`src/design/sps_pkg.sv`:
```
// Shared types, constants and the ordering function of the sprite sort-and-batch block.
package sps_pkg;

  localparam int unsigned TEX_W      = 32;
  localparam int unsigned DEPTH_W    = 32;
  localparam int unsigned IDX_W      = 6;
  localparam int unsigned VOFF_W     = 9;
  localparam int unsigned VERTS_PER  = 6;

  localparam logic [1:0] MODE_ARRIVAL    = 2'd0;
  localparam logic [1:0] MODE_DEPTH_ASC  = 2'd1;
  localparam logic [1:0] MODE_DEPTH_DESC = 2'd2;
  localparam logic [1:0] MODE_TEXTURE    = 2'd3;

  // Byte address of the sort mode register on the register port.
  localparam logic [1:0] SORT_MODE_ADDR = 2'd0;

  localparam logic CMD_ADD    = 1'b0;
  localparam logic CMD_FINISH = 1'b1;

  typedef struct packed {
    logic [TEX_W-1:0]          texture;
    logic signed [DEPTH_W-1:0] depth;
    logic [IDX_W-1:0]          index;
  } entry_t;

  typedef struct packed {
    logic       load;
    logic       sort;
    logic       odd_phase;
    logic       shift;
    logic [1:0] mode;
  } cell_ctl_t;

  // True when entry a must be placed strictly before entry b.
  function automatic logic goes_before(logic [1:0] mode, entry_t a, entry_t b);
    logic r;
    unique case (mode)
      MODE_DEPTH_ASC:  r = a.depth < b.depth;
      MODE_DEPTH_DESC: r = a.depth > b.depth;
      MODE_TEXTURE:    r = a.texture < b.texture;
      default:         r = 1'b0;
    endcase
    return r;
  endfunction

endpackage

```
`src/design/sps_cell.sv`:
```
// One cell of the sprite chain: holds an entry, loads, shifts and compare-exchanges with neighbours.
module sps_cell #(
  parameter int IDX   = 0,
  parameter int CNT_W = 7
) (
  input  logic               clk,
  input  sps_pkg::cell_ctl_t ctl,
  input  logic [CNT_W-1:0]   count,
  input  sps_pkg::entry_t    new_entry,
  input  sps_pkg::entry_t    left_entry,
  input  sps_pkg::entry_t    right_entry,
  output sps_pkg::entry_t    entry
);

  localparam logic PAR      = 1'(IDX % 2);
  localparam logic HAS_LEFT = (IDX > 0);

  logic            left_act;
  logic            right_act;
  logic            swap_l;
  logic            swap_r;
  sps_pkg::entry_t entry_next;

  // A pair (i, i+1) is active when i matches the phase parity and both hold sprites.
  assign left_act  = ctl.sort && (PAR == ctl.odd_phase) && (count > CNT_W'(IDX + 1));
  assign right_act = ctl.sort && HAS_LEFT && (PAR != ctl.odd_phase) && (count > CNT_W'(IDX));
  assign swap_l = left_act && sps_pkg::goes_before(ctl.mode, right_entry, entry);
  assign swap_r = right_act && sps_pkg::goes_before(ctl.mode, entry, left_entry);

  always_comb begin
    priority if (ctl.load && count == CNT_W'(IDX)) begin
      entry_next = new_entry;
    end else if (ctl.shift || swap_l) begin
      entry_next = right_entry;
    end else if (swap_r) begin
      entry_next = left_entry;
    end else begin
      entry_next = entry;
    end
  end

  always_ff @(posedge clk) begin
    entry <= entry_next;
  end

endmodule

```
`config.mk`:
```
export PLATFORM = sky130hd
export DESIGN_NAME = sps_cell
export DESIGN_NICKNAME = d
export VERILOG_FILES = /design/src/design/sps_pkg.sv /design/src/design/sps_cell.sv
export SDC_FILE = /design/constraint.sdc
export NUM_CORES = 1
export LEC_CHECK = 0
export ABC_AREA = 1
export BUFFER_PORTS_ARGS = -buffer_cell sky130_fd_sc_hd__buf_2
export CAP_MARGIN = 25
export CORE_ASPECT_RATIO = 1.1
export CORE_MARGIN = 3
export CORE_UTILIZATION = 32
export CTS_CLUSTER_DIAMETER = 200
export DETAILED_ROUTE_END_ITERATION = 12
export PLACE_DENSITY_LB_ADDON = 0.1
export SLEW_MARGIN = 20
export SYNTH_ARGS = -nofsm -noshare
export SYNTH_HDL_FRONTEND = slang
export SYNTH_SLANG_ARGS = --single-unit
```
`constraint.sdc`:
```
create_clock -name clk -period 5.2 [get_ports clk]
set_input_delay 1.04 -clock clk [delete_from_list [all_inputs] [get_ports clk]]
set_output_delay 1.04 -clock clk [all_outputs]
set_load 0.005 [all_outputs]
```
Yosys cells after proc, flatten, opt, wreduce, memory -nomap -nowiden

Index checks and enable logic that the tools add are counted.

$lt $le $gt $ge: 4
Equality and inequality tests: 3
Multiplexer cells: 3
Bitwise operators: 1
Reductions and logical operators: 7

Operators with widths:

| cell                                                          | number |
|---|---|
| 2-to-1 mux 70 bit                                             | 2 |
| < comparator 32 bit                                           | 2 |
| greater-than comparator 32 bit                                | 1 |
| greater-than comparator 7 x 1 -> 1 bit, second input constant | 1 |
| zero test 7 bit                                               | 1 |
| == test 2 bit, second input constant                          | 2 |
| logical AND 1 bit                                             | 4 |
| one-hot mux 1 bit (3 select lines)                            | 1 |
| == test 2 x 1 -> 1 bit, second input constant                 | 1 |
| nonzero test 2 bit                                            | 1 |
| logical OR 1 bit                                              | 1 |
| inverter 1 bit                                                | 1 |

Register bits after elaboration: 70
Bits of input ports: 224
Output and inout port bits: 70

Logic depth before layout (Yosys ltp)

Gate-level depths: netlist (run 1).

Word-level depth: 7
Gate-level depth with buffers: 19

Worst setup path before layout (run 1)

OpenSTA, ideal clock, no wires.

Path kind: input-to-reg
Start: in count[5]
End: reg entry[0] (netlist name), enable pin
Arrival: 3893 ps
Required time: 4770 ps
Setup slack: 877 ps
Cell stages on the path: 7
Buffers on the path: 1
Path through: or4_1 > nor3_1 > inv_2 > nor3_4 > clkbuf_1 > nor2_1 > nand2_1

Word-level cells in the longest chain between the ends: 5

Ends and longest elaborated chain:

| what                                   | RTL line       | source |
|---|---|---|
| from (decl)                            | sps_cell.sv:8  | `input logic [CNT_W-1:0] count,` |
| greater-than comparator 7 x 1 -> 1 bit | sps_cell.sv:25 | `assign left_act = ctl.sort && (PAR == ctl.odd_phase) && (count > CNT_W'(IDX + 1));` |
| logical AND 1 bit                      | sps_cell.sv:25 |  |
| logical AND 1 bit                      | sps_cell.sv:27 | `assign swap_l = left_act && sps_pkg::goes_before(ctl.mode, right_entry, entry);` |
| logical OR 1 bit                       | sps_cell.sv:33 | `end else if (ctl.shift \|\| swap_l) begin` |
| nonzero test 2 bit (no line) *         | n/a            |  |
| to (signal assigned)                   | sps_cell.sv:43 | `entry <= entry_next;` |
| to (decl)                              | sps_cell.sv:12 | `output sps_pkg::entry_t entry` |

Mark *: on every way between the ends. The rest lies on a longest branch, timed or not.
A chain may end at the register's enable or synchronous reset.

==> impl_metrics.py, run 1 <==
metrics = {
    "run_status": {
        "status": "finished, final reports clean",
    },
    "worst_setup_path": {
        "slowest_delay_ps": 500,
        "worstSetupPathType": "input pin to register",
        "startpoint_type": "input pin",
        "endpoint_kind": "register",
        "crit_required_ps": 5280,
        "crit_fanout": 37,
        "path_cells": "buf_2 -> or4_1 -> nor3_1 -> inv_2 -> nor3_4 -> buf_4 -> inv_2 -> buf_4 -> nand2_1 -> nand2_1",
        "crit_arrival_ps": 3440,
        "rrSetupSlack_ps": 2280,
        "slowest_stage": "or4_1",
    },
    "layout": {
        "top_regs": "entry x70",
        "num-fill-cells": 1512,
        "largest_reg_flops": 70,
        "multiInputGateArea_um2": 2230,
        "nNetsFinal": 1090,
        "drive_above_1_share_pct": 29.9,
        "regMostFlops": "entry",
        "postLayoutCoreUtil_pct": 44.7,
        "stdcell_area_um2": 6290,
        "area.sequential_um2": 2100,
        "syn_to_final_growth_pct": 34.0,
    },
    "yosys": {
        "synthAdderAreaFrac_pct": 16.8,
        "synth_top_family_by_area": "simple AND/OR/NAND/NOR gates",
        "synthDistinctLibCells": 23,
        "synth.area.mux_share_pct": 0,
        "seq_area_frac_synth_pct": 44.8,
        "syn-num-nets": 866,
        "synth.avg_cell_area_um2": 8.11,
        "synthCells": 579,
        "synth_area_um2": 4690,
        "synth_compound_area_share_pct": 5.17,
        "synth-simple-area-share_pct": 25.4,
        "ys_seq_elements": 70,
        "synth_xor_area_share_pct": 0,
        "yosysWarnings": 0,
    },
    "clocking": {
        "cts_resized": 0,
        "numCtsBuffers": 9,
        "h-tree-depth": 3,
        "root_buffer": "clkbuf_16",
        "clock_latency_ps": 330,
        "cts.sinks": 70,
        "post_cts_buffers": 0,
        "holdBufCountCts": 0,
        "clockBufferDepth": 2,
        "clkTransAtPathRegs_ps": 60,
        "cts_tree": "yes",
    },
    "global_route": {
        "grt_pass1_wl_mm": 21.5,
        "antenna_found_initial": 0,
        "overflow": 0,
        "grt_pass1_vias": 4548,
        "grt_max_degree": 71,
        "grt_usage_pct": 16.6,
    },
    "power_and_ir_drop": {
        "irDropWorstVdd_v": 0.000101,
        "leakagePower_nw": 3.50,
        "p_int_mw": 1.12,
        "p_switching_mw": 0.399,
        "switching_share_pct": 26.3,
        "pwr-share-comb_pct": 19.2,
        "pwr-share-clk_pct": 35.5,
        "seqPwrFrac_pct": 45.4,
        "power.density_nw_per_um2": 241,
    },
    "route": {
        "ant_nets": 0,
        "route.detailed.drc": 0,
        "num_vias": 4397,
        "drt_iter0_drc": 163,
        "firstDrtPassIters": 4,
        "drt_wl_total_mm": 13.3,
        "vias_per_cell": 4.42,
        "wl_per_cell_um": 13.3,
    },
    "timing": {
        "relSlewSlack_pct": 59.2,
        "rsz0062_at_grt": "false",
        "tightestPinTransition_ps": 611,
        "final.setup.tns_ps": 0,
        "min_period_over_period_pct": 64.5,
        "hold_viol": 0,
        "max_freq_ghz": 0.298,
        "skew_ps": 6.71,
        "setup_viol": 0,
        "period_minus_slack_ps": 3350,
        "maxSlewViolCount": 0,
    },
    "die": {
        "core-area_um2": 14100,
        "dieWidth_um": 121,
        "rows": 45,
        "pin_count": 294,
        "initial_core_util_pct": 33.4,
        "dieArea_um2": 16200,
        "die_y_um": 133,
    },
    "placement": {
        "place_hpwl_mm": 10.3,
        "place_area_um2": 6020,
        "routabilityCongestion": 0.771,
        "port_buffers": 223,
    },
    "min_path": {
        "hold_path.class": "input pin to register",
    },
    "run": {
        "max-cap-violations": 0,
    },
}
-- cells in the final DEF (no fill, tap or decap), drive strengths merged --
cell	instances
inv	84
buf	227
o2111ai	1
a31oi	1
a211oi	1
nand2	269
o21a	3
nor4b	1
or4	1
o21ai	9
ha	63
diode	1
nor3b	1
a21o	1
edfxtp	70
a21oi	29
nand4	4
nor3	2
nor2	15
nand3	8
clkinv	4
nand3b	2
clkbuf	10
-- layer usage --
layer / global-route usage [%] / part of all wire, % / vias up
li1: - / - / 2303
met1: 19.8 / 42 / 1938
met2: 28.5 / 49 / 140
met3: 4.28 / 7.5 / 16
met4: 6.23 / 1.9 / 0
met5: 0 / 0 / -
-- cell type report --
cell class / instances / share of cell area, %
diodes: 1 / 0.0398
repair buffers: 227 / 18.4
clock inverters: 4 / 0.259
inverters: 84 / 5.01
flip-flops and latches: 70 / 33.4
clock buffers: 10 / 3.64
well taps: 188 / 3.74
multi-input cells: 411 / 35.5
-- logic make-up after synthesis --
group / Yosys count
AND/OR/NAND/NOR: 303
AO/OA/AOI/OAI: 45
flip-flops: 70
buffers and inverters: 98
adder cells (fa/ha/maj): 63
-- power by group through the flow --
stage / Clock, mW / Sequential, mW / Combinational [mW]
6_report: 0.538 / 0.688 / 0.291
5_1_grt: 0.583 / 0.694 / 0.340
4_1_cts: 0.562 / 0.690 / 0.296
3_5_place_dp: 0 / 0.701 / 0.294
3_3_place_gp: 0 / 0.700 / 0.289
2_1_floorplan: 0 / 0.707 / 0.141
-- worst max-delay path: cells and delay by family --
kind                   cells  cell delay, ps
AND/OR/NAND/NOR            5            1020
buffers and inverters      5            1340
-- through the flow --
step | power, mW | std cells | setup WS, ps | hold slack, ps
6_report | 1.52 | 995 | 1850 | 974
3_5_place_dp | 0.995 | 979 | 1310 | 1310
3_3_place_gp | 0.988 | 979 | 1290 | 1310
5_1_grt | 1.62 | 994 | 1580 | 971
4_1_cts | 1.55 | 993 | 1660 | 955
2_1_floorplan | 0.848 | 579 | 877 | 1220
-- cells in the mapped netlist --
cell type	n	share of area (%)
nor3b_1	1	0.16
a211oi_1	1	0.16
nor3_1	1	0.11
edfxtp_1	70	45
inv_2	2	0.16
nand3_1	8	0.85
nand4_1	4	0.53
o21ai_0	9	0.96
or4_1	1	0.16
a21oi_1	29	3.1
clkbuf_1	12	0.96
nor2_1	15	1.2
o2111ai_1	1	0.19
nor3_4	1	0.35
inv_1	82	6.6
ha_1	63	17
nand2_1	269	22
o21a_1	3	0.48
buf_2	2	0.21
nor4b_1	1	0.19
a21o_1	1	0.16
a31oi_1	1	0.13
nand3b_1	2	0.32
-- worst paths after layout --
path                            depth (start not counted)        end          start
worst max-delay path                                   10   entry[5]       count[5]
worst min-delay path                                    3  entry[30]  new_entry[30]
worst max register to register                         15  entry[37]      entry[37]
worst min register to register                          7  entry[29]       entry[6]
(Power assumes the default switching activity.)
==> run 2, diff against run 1 <==
==> constraint.sdc (replaced) <==
create_clock -name clk -period 3.4 [get_ports clk]
set_input_delay 0.68 -clock clk [delete_from_list [all_inputs] [get_ports clk]]
set_output_delay 0.68 -clock clk [all_outputs]
set_load 0.005 [all_outputs]
==> run 2 against run 1 <==
  * Via count fell by 0.11%
  * Worst hold slack got worse by 370 ps
  * Critical endpoint is now entry[4]
  * Combinational power rose by 54%
  * Count of clock-buffer cells in the layout fell by 1
  * Setup slack got worse by 1100 ps
  * Final cell count rose by 0.20%
  * Clock skew barely moved
  * Critical path type unchanged
  * Clock power rose by 52%
==> impl_metrics.py, run 2 (synthesized netlist as in run 1, its figures left out) <==
metrics = {
    "placement": {
        "routabilityCongestion": 0.780,
        "place_hpwl_mm": 10.4,
        "pre_cts_slack_ps": 399,
        "port_buffers": 223,
    },
    "power_and_ir_drop": {
        "irDropWorstVdd_v": 0.000186,
        "power.density_nw_per_um2": 366,
        "leakagePower_nw": 3.52,
    },
    "timing": {
        "skew_ps": 6.25,
        "relSlewSlack_pct": 73.5,
        "setup_viol": 0,
        "min_period_over_period_pct": 77.3,
        "period_minus_slack_ps": 2630,
        "final.setup.tns_ps": 0,
        "maxSlewViolCount": 0,
        "rsz0062_at_grt": "false",
        "tightestPinTransition_ps": 397,
        "hold_viol": 0,
        "layout_setup_ws_ps": 772,
        "max_freq_ghz": 0.380,
    },
    "layout": {
        "top_regs": "entry x70",
        "syn_to_final_growth_pct": 34.6,
        "largest_reg_flops": 70,
        "regMostFlops": "entry",
        "drive_above_1_share_pct": 30.3,
        "nNetsFinal": 1093,
        "mostFrequentLayoutCells": "nand2_1 (268), buf_2 (223), inv_1 (82), edfxtp_1 (70), ha_1 (63)",
        "final_common_cell": "nand2_1",
    },
    "die": {
        "initial_core_util_pct": 33.4,
        "rows": 45,
        "dieWidth_um": 121,
        "core-area_um2": 14100,
        "dieArea_um2": 16200,
        "pin_count": 294,
        "die_y_um": 133,
    },
    "route": {
        "drt_wl_total_mm": 13.1,
        "firstDrtPassIters": 4,
        "vias_per_cell": 4.41,
        "num_vias": 4392,
        "drt_iter0_drc": 230,
        "route.detailed.drc": 0,
        "wl_per_cell_um": 13.1,
        "ant_nets": 0,
    },
    "clocking": {
        "post_cts_buffers": 0,
        "cts_resized": 0,
        "numCtsBuffers": 9,
        "cts_tree": "yes",
        "clkTransAtPathRegs_ps": 50,
        "holdBufCountCts": 0,
        "clock_latency_ps": 340,
        "clockBufferDepth": 2,
        "cts.sinks": 70,
        "root_buffer": "clkbuf_16",
        "h-tree-depth": 3,
    },
    "global_route": {
        "grt_max_degree": 41,
        "overflow": 0,
        "grt_pass1_vias": 4436,
        "grt_usage_pct": 16.2,
        "grt_pass1_wl_mm": 20.8,
        "antenna_found_initial": 0,
    },
    "run_status": {
        "status": "finished, final reports clean",
    },
    "worst_setup_path": {
        "crit_fanout": 40,
        "reg2reg_depth": 15,
        "path_cells": "buf_2 -> ha_1 -> nand2_1 -> nor2_1 -> nand2_1 -> nor3b_1 -> nand2_1 -> nand2_1 -> nand2_1 -> nand2_1 -> nand2_1 -> nand3_1 -> nand2_1 -> nand2_4 -> buf_12",
        "crit_top_cell": "nand2_1",
        "startpoint_type": "input pin",
        "crit_required_ps": 3420,
        "worstSetupPathType": "input pin to register",
        "slowest_delay_ps": 330,
        "endpoint_kind": "register",
        "slowest_stage": "ha_1",
        "crit_arrival_ps": 2650,
    },
    "min_path": {
        "hold_path.class": "input pin to register",
        "holdPathStages": 3,
    },
    "run": {
        "max-cap-violations": 0,
    },
}
run 2: through the flow:
step / utilization (%) / cells / cell area [µm²] / hold WS (ps) / power [mW]
after global placement: 43.2 / 983 / 6080 / 946 / 1.52
after CTS: 44.9 / 996 / 6320 / 597 / 2.36
final: 44.9 / 997 / 6320 / 608 / 2.32
after floorplan: - / 579 / 4700 / 859 / 1.29
after detailed placement: 43.2 / 983 / 6080 / 950 / 1.53
after global routing: 44.9 / 996 / 6320 / 613 / 2.46
run 2: per-layer routing:
metal  GRT usage (%)  part of all wire, %  up-vias
li1                -                    -     2308
met1            18.9                   41     1930
met2            28.3                   49      134
met3            4.10                  7.4       20
met4            6.48                  2.3        0
met5               0                    0        -
run 2: layout make-up:
class                           instances  area [µm²]
Inverter                               84         315
Clock buffer                            9         225
Clock inverter                          4        17.5
Tap cell                              188         235
Sequential cell                        70        2100
Timing Repair Buffer                  230        1190
Fill cell                            1505        7750
Multi-Input combinational cell        411        2230
Antenna cell                            1        2.50
run 2: path summary, 6_finish.rpt:
check                  start       end  slack [ps]
max          right_entry[37]  entry[4]         770
min           right_entry[2]  entry[2]         610
max reg2reg        entry[37]  entry[4]         860
min reg2reg        entry[37]  entry[7]        1420
run 2: worst max-delay path, delay by kind of cell:
family | cells | cell delay [ps]
buf+inv | 2 | 370
simple gates | 12 | 1250
fa+ha+maj | 1 | 330
run 2: power breakdown:
group / total, mW / leakage, nW / switching [mW] / internal (mW)
clock: 0.816 / 0.122 / 0.343 / 0.473
combinational: 0.448 / 2.70 / 0.236 / 0.212
sequential: 1.05 / 0.690 / 0.0265 / 1.03
